==> src/rtl/kdl_pkg.sv <==
// package for the keypad door lock controller: phases, codes, shared types
package kdl_pkg;

	// code length and digit index width
	localparam int CODE_LEN = 5;
	localparam int IDX_W = (CODE_LEN > 1) ? $clog2(CODE_LEN) : 1;

	// reply bytes and key codes
	localparam logic [7:0] REPLY_MATCH   = 8'h11;
	localparam logic [7:0] REPLY_DIFFER  = 8'hFF;
	localparam logic [7:0] KEY_ENTER     = 8'h0D;
	localparam logic [7:0] CHOICE_OPEN   = 8'd11;
	localparam logic [7:0] CHOICE_CHANGE = 8'd13;

	// item kinds on the input tuser bit
	localparam logic FUNC_BYTE = 1'b0;
	localparam logic FUNC_TICK = 1'b1;

	// motor drive codes
	localparam logic [1:0] MOTOR_STOP    = 2'd0;
	localparam logic [1:0] MOTOR_FORWARD = 2'd1;
	localparam logic [1:0] MOTOR_REVERSE = 2'd2;

	// configuration register indexes
	localparam int CFG_IDX_W = 3;
	localparam int CFG_DATA_W = 8;
	localparam logic [CFG_IDX_W-1:0] REG_MAX_TRIES      = 3'd0;
	localparam logic [CFG_IDX_W-1:0] REG_LOCKOUT_TICKS  = 3'd1;
	localparam logic [CFG_IDX_W-1:0] REG_OPEN_END_TICK  = 3'd2;
	localparam logic [CFG_IDX_W-1:0] REG_HOLD_END_TICK  = 3'd3;
	localparam logic [CFG_IDX_W-1:0] REG_CLOSE_END_TICK = 3'd4;

	// configuration reset values
	localparam logic [3:0] MAX_TRIES_RST      = 4'd3;
	localparam logic [7:0] LOCKOUT_TICKS_RST  = 8'd20;
	localparam logic [7:0] OPEN_END_TICK_RST  = 8'd5;
	localparam logic [7:0] HOLD_END_TICK_RST  = 8'd6;
	localparam logic [7:0] CLOSE_END_TICK_RST = 8'd11;

	// controller phases
	typedef enum logic [3:0] {
		PH_NEW_FIRST  = 4'd0,
		PH_NEW_SECOND = 4'd1,
		PH_NEW_WAIT   = 4'd2,
		PH_IDLE       = 4'd3,
		PH_CHECK      = 4'd4,
		PH_CHECK_WAIT = 4'd5,
		PH_LOCKOUT    = 4'd6,
		PH_FORWARD    = 4'd7,
		PH_HOLD       = 4'd8,
		PH_REVERSE    = 4'd9
	} phase_t;

	// configuration register set
	typedef struct packed {
		logic [3:0] max_tries;
		logic [7:0] lockout_ticks;
		logic [7:0] open_end_tick;
		logic [7:0] hold_end_tick;
		logic [7:0] close_end_tick;
	} cfg_t;

	// one result item
	typedef struct packed {
		logic       reply_valid;
		logic [7:0] reply_byte;
		logic [1:0] motor_dir;
		logic       alarm_on;
		logic       busy_res;
	} result_t;

endpackage

==> src/rtl/kdl_core.sv <==
// lock state machine: code entry, code check, lockout and motor sequence
module kdl_core (
	input  logic             clk,
	input  logic             arst_n,
	input  logic             step,
	input  logic             func,
	input  logic [7:0]       rx_byte,
	input  kdl_pkg::cfg_t    cfg,
	output kdl_pkg::result_t res
);

	kdl_pkg::phase_t              phase_q, phase_nxt;
	logic [kdl_pkg::IDX_W-1:0]    digit_q, digit_nxt;
	logic                         mismatch_q, mismatch_nxt;
	logic                         matched_q, matched_nxt;
	logic [3:0]                   tries_q, tries_nxt;
	logic [7:0]                   tick_q, tick_nxt;
	logic                         change_q, change_nxt;
	logic [7:0]                   first_entry_q [kdl_pkg::CODE_LEN];
	logic [7:0]                   stored_code_q [kdl_pkg::CODE_LEN];
	logic                         first_we;
	logic                         copy_en;
	logic                         last_digit;
	logic                         busy_phase;
	logic                         reply_valid_c;
	logic [7:0]                   reply_byte_c;

	// tick marks, checked in order so equal marks pass several steps
	function automatic kdl_pkg::phase_t settle(kdl_pkg::phase_t ph, logic [7:0] cnt,
			kdl_pkg::cfg_t c);
		kdl_pkg::phase_t p;
		p = ph;
		if (p == kdl_pkg::PH_LOCKOUT && cnt == c.lockout_ticks) p = kdl_pkg::PH_IDLE;
		if (p == kdl_pkg::PH_FORWARD && cnt == c.open_end_tick) p = kdl_pkg::PH_HOLD;
		if (p == kdl_pkg::PH_HOLD && cnt == c.hold_end_tick) p = kdl_pkg::PH_REVERSE;
		if (p == kdl_pkg::PH_REVERSE && cnt == c.close_end_tick) p = kdl_pkg::PH_IDLE;
		return p;
	endfunction

	assign last_digit = (digit_q == kdl_pkg::IDX_W'(kdl_pkg::CODE_LEN - 1));
	assign busy_phase = (phase_q == kdl_pkg::PH_LOCKOUT) || (phase_q == kdl_pkg::PH_FORWARD)
		|| (phase_q == kdl_pkg::PH_HOLD) || (phase_q == kdl_pkg::PH_REVERSE);

	// next state and reply for one item
	always_comb begin
		phase_nxt     = phase_q;
		digit_nxt     = digit_q;
		mismatch_nxt  = mismatch_q;
		matched_nxt   = matched_q;
		tries_nxt     = tries_q;
		tick_nxt      = tick_q;
		change_nxt    = change_q;
		first_we      = 1'b0;
		copy_en       = 1'b0;
		reply_valid_c = 1'b0;
		reply_byte_c  = 8'd0;
		if (func == kdl_pkg::FUNC_TICK) begin
			if (busy_phase) begin
				tick_nxt  = tick_q + 8'd1;
				phase_nxt = settle(phase_q, tick_nxt, cfg);
			end
		end else begin
			case (phase_q)
				kdl_pkg::PH_NEW_FIRST: begin
					first_we = 1'b1;
					if (last_digit) begin
						digit_nxt    = '0;
						mismatch_nxt = 1'b0;
						phase_nxt    = kdl_pkg::PH_NEW_SECOND;
					end else begin
						digit_nxt = digit_q + 1'b1;
					end
				end
				kdl_pkg::PH_NEW_SECOND: begin
					if (first_entry_q[digit_q] != rx_byte) mismatch_nxt = 1'b1;
					if (last_digit) begin
						digit_nxt     = '0;
						matched_nxt   = !mismatch_nxt;
						reply_valid_c = 1'b1;
						reply_byte_c  = matched_nxt ? kdl_pkg::REPLY_MATCH
							: kdl_pkg::REPLY_DIFFER;
						copy_en       = matched_nxt;
						phase_nxt     = kdl_pkg::PH_NEW_WAIT;
					end else begin
						digit_nxt = digit_q + 1'b1;
					end
				end
				kdl_pkg::PH_NEW_WAIT: begin
					if (rx_byte == kdl_pkg::KEY_ENTER) begin
						digit_nxt = '0;
						phase_nxt = matched_q ? kdl_pkg::PH_IDLE : kdl_pkg::PH_NEW_FIRST;
					end
				end
				kdl_pkg::PH_IDLE: begin
					if (rx_byte == kdl_pkg::CHOICE_OPEN || rx_byte == kdl_pkg::CHOICE_CHANGE)
					begin
						change_nxt   = (rx_byte == kdl_pkg::CHOICE_CHANGE);
						tries_nxt    = 4'd0;
						digit_nxt    = '0;
						mismatch_nxt = 1'b0;
						phase_nxt    = kdl_pkg::PH_CHECK;
					end
				end
				kdl_pkg::PH_CHECK: begin
					if (stored_code_q[digit_q] != rx_byte) mismatch_nxt = 1'b1;
					if (last_digit) begin
						digit_nxt     = '0;
						matched_nxt   = !mismatch_nxt;
						reply_valid_c = 1'b1;
						reply_byte_c  = matched_nxt ? kdl_pkg::REPLY_MATCH
							: kdl_pkg::REPLY_DIFFER;
						tries_nxt     = tries_q + 4'd1;
						phase_nxt     = kdl_pkg::PH_CHECK_WAIT;
					end else begin
						digit_nxt = digit_q + 1'b1;
					end
				end
				kdl_pkg::PH_CHECK_WAIT: begin
					if (rx_byte == kdl_pkg::KEY_ENTER) begin
						digit_nxt    = '0;
						mismatch_nxt = 1'b0;
						if (matched_q) begin
							tries_nxt = 4'd0;
							if (change_q) begin
								phase_nxt = kdl_pkg::PH_NEW_FIRST;
							end else begin
								tick_nxt  = 8'd0;
								phase_nxt = settle(kdl_pkg::PH_FORWARD, 8'd0, cfg);
							end
						end else if (tries_q >= cfg.max_tries) begin
							tries_nxt = 4'd0;
							tick_nxt  = 8'd0;
							phase_nxt = settle(kdl_pkg::PH_LOCKOUT, 8'd0, cfg);
						end else begin
							phase_nxt = kdl_pkg::PH_CHECK;
						end
					end
				end
				default: begin
				end
			endcase
		end
	end

	// reply and actuator outputs after the item
	always_comb begin
		res.reply_valid = reply_valid_c;
		res.reply_byte  = reply_byte_c;
		case (phase_nxt)
			kdl_pkg::PH_FORWARD: res.motor_dir = kdl_pkg::MOTOR_FORWARD;
			kdl_pkg::PH_REVERSE: res.motor_dir = kdl_pkg::MOTOR_REVERSE;
			default:             res.motor_dir = kdl_pkg::MOTOR_STOP;
		endcase
		res.alarm_on = (phase_nxt == kdl_pkg::PH_LOCKOUT);
		res.busy_res = (phase_nxt == kdl_pkg::PH_LOCKOUT) || (phase_nxt == kdl_pkg::PH_FORWARD)
			|| (phase_nxt == kdl_pkg::PH_HOLD) || (phase_nxt == kdl_pkg::PH_REVERSE);
	end

	// control state
	always_ff @(posedge clk or negedge arst_n) begin
		if (!arst_n) begin
			phase_q    <= kdl_pkg::PH_NEW_FIRST;
			digit_q    <= '0;
			mismatch_q <= 1'b0;
			matched_q  <= 1'b0;
			tries_q    <= 4'd0;
			tick_q     <= 8'd0;
			change_q   <= 1'b0;
		end else if (step) begin
			phase_q    <= phase_nxt;
			digit_q    <= digit_nxt;
			mismatch_q <= mismatch_nxt;
			matched_q  <= matched_nxt;
			tries_q    <= tries_nxt;
			tick_q     <= tick_nxt;
			change_q   <= change_nxt;
		end
	end

	// code stores, undefined until written
	always_ff @(posedge clk) begin
		if (step && first_we) first_entry_q[digit_q] <= rx_byte;
		if (step && copy_en) begin
			for (int i = 0; i < kdl_pkg::CODE_LEN; i++) stored_code_q[i] <= first_entry_q[i];
		end
	end

endmodule

==> src/rtl/keypad_door_lock_controller.sv <==
// top level of the keypad door lock controller: stream ports, config registers, pipeline
// Each request on the slave side is a received byte (s_tuser low) or a timer tick
// (s_tuser high) and yields exactly one result on the master side. An item sits in an
// input register, where the lock state machine updates its state and forms the result,
// then lands in a result register; one item is taken every cycle unless the result
// side stalls. The block keeps accepting while a result waits, as long as the
// result register frees up in the same cycle. After reset the user enters a new code twice
// and confirms with Enter; afterwards the open choice byte starts a code check that runs
// the door motor and the change choice byte starts one that leads to new code entry.
// Configuration writes belong to idle periods only.
module keypad_door_lock_controller (
	input  logic                            clk,
	input  logic                            arst_n,
	input  logic                            s_tvalid,
	output logic                            s_tready,
	input  logic [7:0]                      s_tdata,   // rx_byte[7:0]
	input  logic                            s_tuser,   // func[0]
	output logic                            m_tvalid,
	input  logic                            m_tready,
	output logic [15:0]                     m_tdata,   // reply_byte[7:0], motor_dir[9:8],
	                                                   // alarm_on[10], busy_res[11], zero
	output logic                            m_tuser,   // reply_valid[0]
	input  logic                            cfg_we,
	input  logic [kdl_pkg::CFG_IDX_W-1:0]   cfg_index,
	input  logic [kdl_pkg::CFG_DATA_W-1:0]  cfg_wdata
);

	kdl_pkg::cfg_t    cfg_q;
	logic             in_valid_s1;
	logic             func_s1;
	logic [7:0]       byte_s1;
	logic             out_valid_s2;
	kdl_pkg::result_t res_s2;
	kdl_pkg::result_t res_comb;
	logic             advance;

	// configuration registers
	always_ff @(posedge clk or negedge arst_n) begin
		if (!arst_n) begin
			cfg_q.max_tries      <= kdl_pkg::MAX_TRIES_RST;
			cfg_q.lockout_ticks  <= kdl_pkg::LOCKOUT_TICKS_RST;
			cfg_q.open_end_tick  <= kdl_pkg::OPEN_END_TICK_RST;
			cfg_q.hold_end_tick  <= kdl_pkg::HOLD_END_TICK_RST;
			cfg_q.close_end_tick <= kdl_pkg::CLOSE_END_TICK_RST;
		end else if (cfg_we) begin
			case (cfg_index)
				kdl_pkg::REG_MAX_TRIES:      cfg_q.max_tries      <= cfg_wdata[3:0];
				kdl_pkg::REG_LOCKOUT_TICKS:  cfg_q.lockout_ticks  <= cfg_wdata;
				kdl_pkg::REG_OPEN_END_TICK:  cfg_q.open_end_tick  <= cfg_wdata;
				kdl_pkg::REG_HOLD_END_TICK:  cfg_q.hold_end_tick  <= cfg_wdata;
				kdl_pkg::REG_CLOSE_END_TICK: cfg_q.close_end_tick <= cfg_wdata;
				default: begin
				end
			endcase
		end
	end

	// handshake: stage 1 moves on when the result register is free or drains
	assign advance  = in_valid_s1 && (!out_valid_s2 || m_tready);
	assign s_tready = !in_valid_s1 || advance;

	// input register
	always_ff @(posedge clk or negedge arst_n) begin
		if (!arst_n) begin
			in_valid_s1 <= 1'b0;
		end else if (s_tready) begin
			in_valid_s1 <= s_tvalid;
		end
	end

	always_ff @(posedge clk) begin
		if (s_tready && s_tvalid) begin
			func_s1 <= s_tuser;
			byte_s1 <= s_tdata;
		end
	end

	// lock state machine
	kdl_core u_core (
		.clk     (clk),
		.arst_n  (arst_n),
		.step    (advance),
		.func    (func_s1),
		.rx_byte (byte_s1),
		.cfg     (cfg_q),
		.res     (res_comb)
	);

	// result register
	always_ff @(posedge clk or negedge arst_n) begin
		if (!arst_n) begin
			out_valid_s2 <= 1'b0;
		end else if (advance) begin
			out_valid_s2 <= 1'b1;
		end else if (m_tready) begin
			out_valid_s2 <= 1'b0;
		end
	end

	always_ff @(posedge clk) begin
		if (advance) res_s2 <= res_comb;
	end

	// result packing
	assign m_tvalid = out_valid_s2;
	assign m_tuser  = res_s2.reply_valid;
	assign m_tdata  = {4'd0, res_s2.busy_res, res_s2.alarm_on, res_s2.motor_dir,
		res_s2.reply_byte};

endmodule

==> config.mk <==
export PLATFORM = sky130hd
export DESIGN_NAME = keypad_door_lock_controller
export DESIGN_NICKNAME = d
export VERILOG_FILES = /design/src/rtl/kdl_pkg.sv /design/src/rtl/kdl_core.sv /design/src/rtl/keypad_door_lock_controller.sv
export SDC_FILE = /design/constraint.sdc
export NUM_CORES = 1
export LEC_CHECK = 0
export ABC_AREA = 1
export BUFFER_PORTS_ARGS = -buffer_cell sky130_fd_sc_hd__buf_2
export CAP_MARGIN = 5
export CORE_MARGIN = 2
export CORE_UTILIZATION = 57
export CTS_BUF_LIST = sky130_fd_sc_hd__clkbuf_4 sky130_fd_sc_hd__clkbuf_8
export DETAILED_ROUTE_END_ITERATION = 12
export GPL_ROUTABILITY_DRIVEN = 0
export PLACE_DENSITY = 0.77
export SLEW_MARGIN = 0
export SYNTH_ARGS = -nofsm -noshare
export SYNTH_HDL_FRONTEND = slang
export SYNTH_SLANG_ARGS = --single-unit
==> constraint.sdc <==
create_clock -name clk -period 4.95 [get_ports clk]
set_input_delay 0.495 -clock clk [delete_from_list [all_inputs] [get_ports clk]]
set_output_delay 0.495 -clock clk [all_outputs]
set_load 0.005 [all_outputs]
==> out/results.tsv, run 1 <==
metric	value	unit
synth-seq-cells	180	
multi_input_area	3050	µm²
dp.cells	1091	
yosysWarningCount	0	
holdCritPathClass	primary input to asynchronous set/reset pin	
drtPass1Iterations	6	
peakVddDrop	0.000275	V
first_iter_violations	910	
power_density	499	nW/µm²
postSynthCellCount	887	
dieArea	16200	µm²
ys.flop_type	edfxtp_1	
initial_core_util	57.5	%
finalInstanceArea	9410	µm²
cp.required	5.06	ns
cts_hold_buf	0	
grt_pass1_vias	6031	
crit_arrival	3.70	ns
grt_antenna_before_repair	0	
drtAntennaViolNets	0	
post_cts_resized	0	
timing.rr.start	u_core.digit_q[2]	
clock-root-buffer	clkbuf_8	
netlist_area	8650	µm²
grt_pass1_wl	31700	µm
power	4.69	mW
drc	0	
die_w	127	µm
nFillCells	1195	
instances_no_fill	1123	
cap_violations	0	
tritoncts	done	
die_y	127	µm
slew_violations	0	
final.setup_skew	0.0111	ns
tightest_slew	1.19	ns
post-route-util	62.6	%
ioPinCount	44	
drive_gt1_share	14.0	%
syn2layout_area_growth	8.86	%
port_buffers	39	
finalSetupViolCount	0	
grt_overflow	0	
grt_max_degree	61	
path_clk_slew	0.09	ns
placed_area	8960	µm²
start_kind	flop	
async_flop_share	33.3	%
clock_path_buffers	2	
post_cts_buffers	0	
tns	0	ns
period_needed	3.59	ns
nNetsFinal	955	
max_freq	0.278	GHz
drt-total-wl	19700	µm
relSlewSlack	20.5	%
p_leak	3.83	nW
cts_sinks	180	
yosysSeqAreaShare	59.2	%
end_kind	flop	
cts_max_level	4	
n_antenna_cell	0	
via_per_inst	5.85	
wl_per_cell	17.6	µm
seq_area	5120	µm²
ys_types	47	
hpwl	13800	µm
cts_made_buffers	17	
grt_usage	25.6	%
syn_avg_cell_area	9.75	µm²
coreArea	15000	µm²
synth_edf_count	120	
r2r-end	u_core.stored_code_q[0][7]	
row_count	45	
worstSetupPathType	flop to flop	
vias	6565	
crit_path_max_fanout	40	
status	complete, no violations	
worstRegToRegCells	12	
rsz0062_at_grt	no	
rrSetupSlack	1.36	ns
min_period_over_period	72.6	%
clk_latency	0.47	ns
final_hold_viol_count	0	
metrics by stage:
step | setup slack, ns | hold slack, ns
2_1_floorplan | 0.0825 | 0.199
3_3_place_gp | 1.61 | 0.434
3_5_place_dp | 1.43 | 0.439
4_1_cts | 1.40 | 0.178
5_1_grt | 1.05 | 0.173
6_report | 1.36 | 0.168
per-layer routing:
layer	vias to the layer above	wire length [µm]	track usage [%]
met1	3131	8970	39.4
li1	3092	-	-
met3	45	1620	4.82
met4	0	375	7.37
met5	-	0	0
met2	297	8750	37.5
cells in the final DEF, fill, tap and decap left out, drive strengths merged, types with 16 or more instances in the layout:
cell type  Yosys  layout
nand2        184     184
nor2         124     124
edfxtp       120     120
o21ai        109     109
inv           85      88
dfrtp         49      49
buf           12      45
nand3         43      43
clkbuf        20      26
o22ai         19      19
a21oi         18      18
nand4         17      17
xor2          16      16
cell usage after synthesis, types with 2 or more instances:
master / count / share of area [%]
nor4_1: 8 / 0.58
nand3b_1: 3 / 0.26
o221ai_1: 9 / 0.91
nand3_1: 38 / 2.2
nor2_1: 117 / 5.1
inv_2: 4 / 0.17
o21ai_0: 107 / 6.2
nor2_2: 2 / 0.14
nand3_2: 4 / 0.46
inv_1: 80 / 3.5
buf_4: 11 / 0.96
nand4_1: 17 / 1.2
xor2_1: 16 / 1.6
nor3_1: 6 / 0.35
dfstp_2: 11 / 3.3
dfrtp_1: 49 / 14
o2111ai_1: 2 / 0.20
xnor2_1: 11 / 1.1
o22ai_1: 19 / 1.4
clkbuf_1: 19 / 0.82
nand2_2: 17 / 1.2
nand2_4: 3 / 0.39
nor2_4: 4 / 0.52
a21oi_1: 18 / 1.0
ha_1: 8 / 1.2
nand2_1: 164 / 7.1
edfxtp_1: 120 / 42
how the worst max path moves through the flow:
stage / from / endpoint / slack, ns / cells past startpoint
global placement: u_core.digit_q[2] / u_core.stored_code_q[3][4] / 1.61 / 12
floorplan: u_core.digit_q[0] / u_core.stored_code_q[0][0] / 0.08 / 12
CTS: u_core.digit_q[2] / u_core.stored_code_q[0][3] / 1.40 / 12
detailed placement: u_core.digit_q[2] / u_core.stored_code_q[1][7] / 1.43 / 12
finish: u_core.digit_q[2] / u_core.stored_code_q[0][7] / 1.36 / 12
global route: u_core.digit_q[2] / u_core.stored_code_q[0][2] / 1.05 / 12
critical path, stage by stage (launching register included):
cell	delay [ns]
dfrtp_1	0.57
nor2_1	0.78
inv_1	0.18
nor2_1	0.13
o21ai_0	0.10
nand4_1	0.10
inv_1	0.06
a21oi_1	0.12
nand3_1	0.08
nor3_1	0.21
nand4_1	0.25
nor3_2	0.16
buf_4	0.47
logic make-up after synthesis:
group | share of synthesized area (%)
other | 0.0434
buffers and inverters | 5.76
adders and majority gates | 1.16
xor gates and xnor gates | 2.74
AOI/OAI and AO/OA | 10.6
DFF | 59.2
and+or+nand+nor | 20.5
cell type report:
type	count	share of cell area [%]
sequential	180	54.4
multi-input combinational	592	32.4
clock buffer	26	3.54
inverter	86	3.46
timing repair buffer	45	2.55
tap	188	2.50
clock inverter	6	1.21
report_power, final:
part           switching [mW]  internal (mW)  total, mW
Clock                   0.507          0.594       1.10
Sequential              0.204           1.78       1.99
Combinational            1.05          0.559       1.61
Total                    1.76           2.94       4.69
registers in the layout (all words and copies together), names as in the netlist:
name and count:
u_core.digit_q 3, func_s1 1, u_core.phase_q 4, cfg_q 36
u_core.tick_q 8, u_core.matched_q 1, m_tdata 6, byte_s1 8
in_valid_s1 1, m_tvalid 1, u_core.change_q 1, u_core.stored_code_q 40
u_core.first_entry_q 64, u_core.mismatch_q 1, u_core.tries_q 4, m_tuser 1
No activity file was read; power rests on OpenSTA's default activity.
==> run 2, diff against run 1 <==
==> constraint.sdc (replaced) <==
create_clock -name clk -period 3.1 [get_ports clk]
set_input_delay 0.31 -clock clk [delete_from_list [all_inputs] [get_ports clk]]
set_output_delay 0.31 -clock clk [all_outputs]
set_load 0.005 [all_outputs]
==> run 2 against run 1 <==
Against the previous run:
- register-to-register slack lost 0.99 ns
- largest cell class unchanged
- final cell count grew 2.5%
- wire length down 0.19%
- worst hold slack worse by 0.14 ns
- core utilization increased by 1.2 points
- critical path type unchanged
- total power rose by 57%
- cell area rose by 1.9%
- non-clock buffer count increased by 28
- fmax rose by 32%
- clock skew grew 0.0064 ns
- flip-flop and latch count is the same
==> out/results.tsv, run 2 (synthesis gave the netlist of run 1 again) <==
metric	value	unit
pwr-share-clk	20.7	%
largest_reg_flops	64	
via_per_inst	5.70	
finalSetupViolCount	0	
power_frac_comb	36.6	%
grt_usage	25.5	%
holdCritPathClass	primary input to flop	
hpwl	13900	µm
cts_sinks	180	
nFillCells	1189	
drt-total-wl	19700	µm
tns	0	ns
crit_path_max_fanout	10	
sw_frac_of_total	39.1	%
rsz0062_at_grt	no	
grt_overflow	0	
p_seq_share	42.6	%
start_kind	flop	
grt_pass1_wl	31600	µm
die_y	127	µm
p_sw	2.89	mW
path_clk_slew	0.09	ns
multi_input_area	3050	µm²
power_density	771	nW/µm²
row_count	45	
layout_commonest_cell	nand2_1	
min_period_over_period	88.0	%
peakVddDrop	0.000402	V
grt_pass1_vias	5896	
die_w	127	µm
nNetsFinal	983	
grt_max_degree	53	
coreArea	15000	µm²
cp.required	3.42	ns
final.setup_skew	0.0175	ns
reg.largest.list	u_core.first_entry_q: 64 flops, u_core.stored_code_q: 40 flops, cfg_q: 36 flops	
drive_gt1_share	15.9	%
post_cts_buffers	0	
final_hold_viol_count	0	
finalInstanceArea	9590	µm²
first_iter_violations	817	
clk_latency	0.47	ns
p_int	4.50	mW
n_antenna_cell	0	
worstSetupPathType	flop to flop	
drtPass1Iterations	5	
slew_violations	0	
cts_max_level	4	
vias	6555	
crit_arrival	3.05	ns
drtAntennaViolNets	0	
max_freq	0.366	GHz
initial_core_util	57.5	%
port_buffers	39	
grt_antenna_before_repair	0	
hold_ws	0.0270	ns
syn2layout_area_growth	10.9	%
status	complete, no violations	
placed_area	9140	µm²
drc	0	
p_leak	3.92	nW
final_cell_mix	nand2_1 (164), edfxtp_1 (120), nor2_1 (117)	
tightest_slew	0.656	ns
period_needed	2.73	ns
power	7.39	mW
ioPinCount	44	
dieArea	16200	µm²
clock-root-buffer	clkbuf_8	
top_register	u_core.first_entry_q	
tritoncts	done	
clock_path_buffers	2	
cts_made_buffers	17	
cap_violations	0	
end_kind	flop	
seq_area	5120	µm²
wl_per_cell	17.1	µm
relSlewSlack	56.3	%
-- run 2: layer usage --
layer	GRT usage (%)	share of wire, %
met5	0	0
met4	9.95	2.7
met3	5.32	8.1
met2	37.0	45
met1	38.2	44
-- run 2: worst paths after layout --
kind                                              end  depth (start not counted)                        from  slack (ns)
max                                        m_tdata[8]                         19            u_core.tick_q[0]        0.37
min                                        byte_s1[7]                          1                  s_tdata[7]        0.03
max reg2reg                                m_tdata[8]                         19            u_core.tick_q[0]        0.37
min reg2reg                u_core.stored_code_q[2][3]                          0  u_core.first_entry_q[2][3]        0.45
max in group asynchronous            u_core.tick_q[0]                          3                      arst_n        1.94
min in group asynchronous           u_core.phase_q[0]                          2                      arst_n        0.22
-- run 2: metrics by stage --
stage	setup slack (ns)	instances	utilization, %
floorplan	0.0142	890	-
global placement	0.388	1112	60.8
detailed placement	0.315	1112	60.8
CTS	0.259	1151	63.8
global route	0.116	1151	63.8
finish	0.371	1151	63.8
-- run 2: layout make-up --
class | count | share of cell area [%]
Sequential cell | 180 | 53.4
Multi-Input combinational cell | 592 | 31.8
Timing Repair Buffer | 73 | 5.01
Inverter | 86 | 3.39
Clock buffer | 22 | 2.83
Tap cell | 188 | 2.45
Clock inverter | 10 | 1.07
-- run 2: critical path, stage by stage, from the launching register on --
cell	delay [ns]
dfrtp_2	0.53
ha_1	0.30
nand3_2	0.13
nor2_2	0.13
nand2_1	0.07
nand2_2	0.12
nand2_1	0.06
nand2_1	0.08
nand2_2	0.06
nor2_4	0.11
nand3_4	0.11
nand2_2	0.12
nand4_1	0.16
nor2_2	0.14
nand2_2	0.07
nand2_1	0.08
nand2_1	0.07
nand2_2	0.10
nand2_1	0.06
nor2_1	0.09
-- run 2: power groups by stage --
stage | registers [mW] | clock network [mW] | logic, mW
finish | 3.15 | 1.53 | 2.71
detailed placement | 3.18 | 0 | 2.65
global placement | 3.18 | 0 | 2.61
global route | 3.18 | 1.65 | 3.02
CTS | 3.14 | 1.56 | 2.69
floorplan | 3.08 | 0 | 2.00
-- run 2: repair_timing --
action	in CTS	in global routing
resized for setup	0	1
setup endpoints to repair	0	3
hold buffers	7	0
endpoints found under the hold margin	14	0
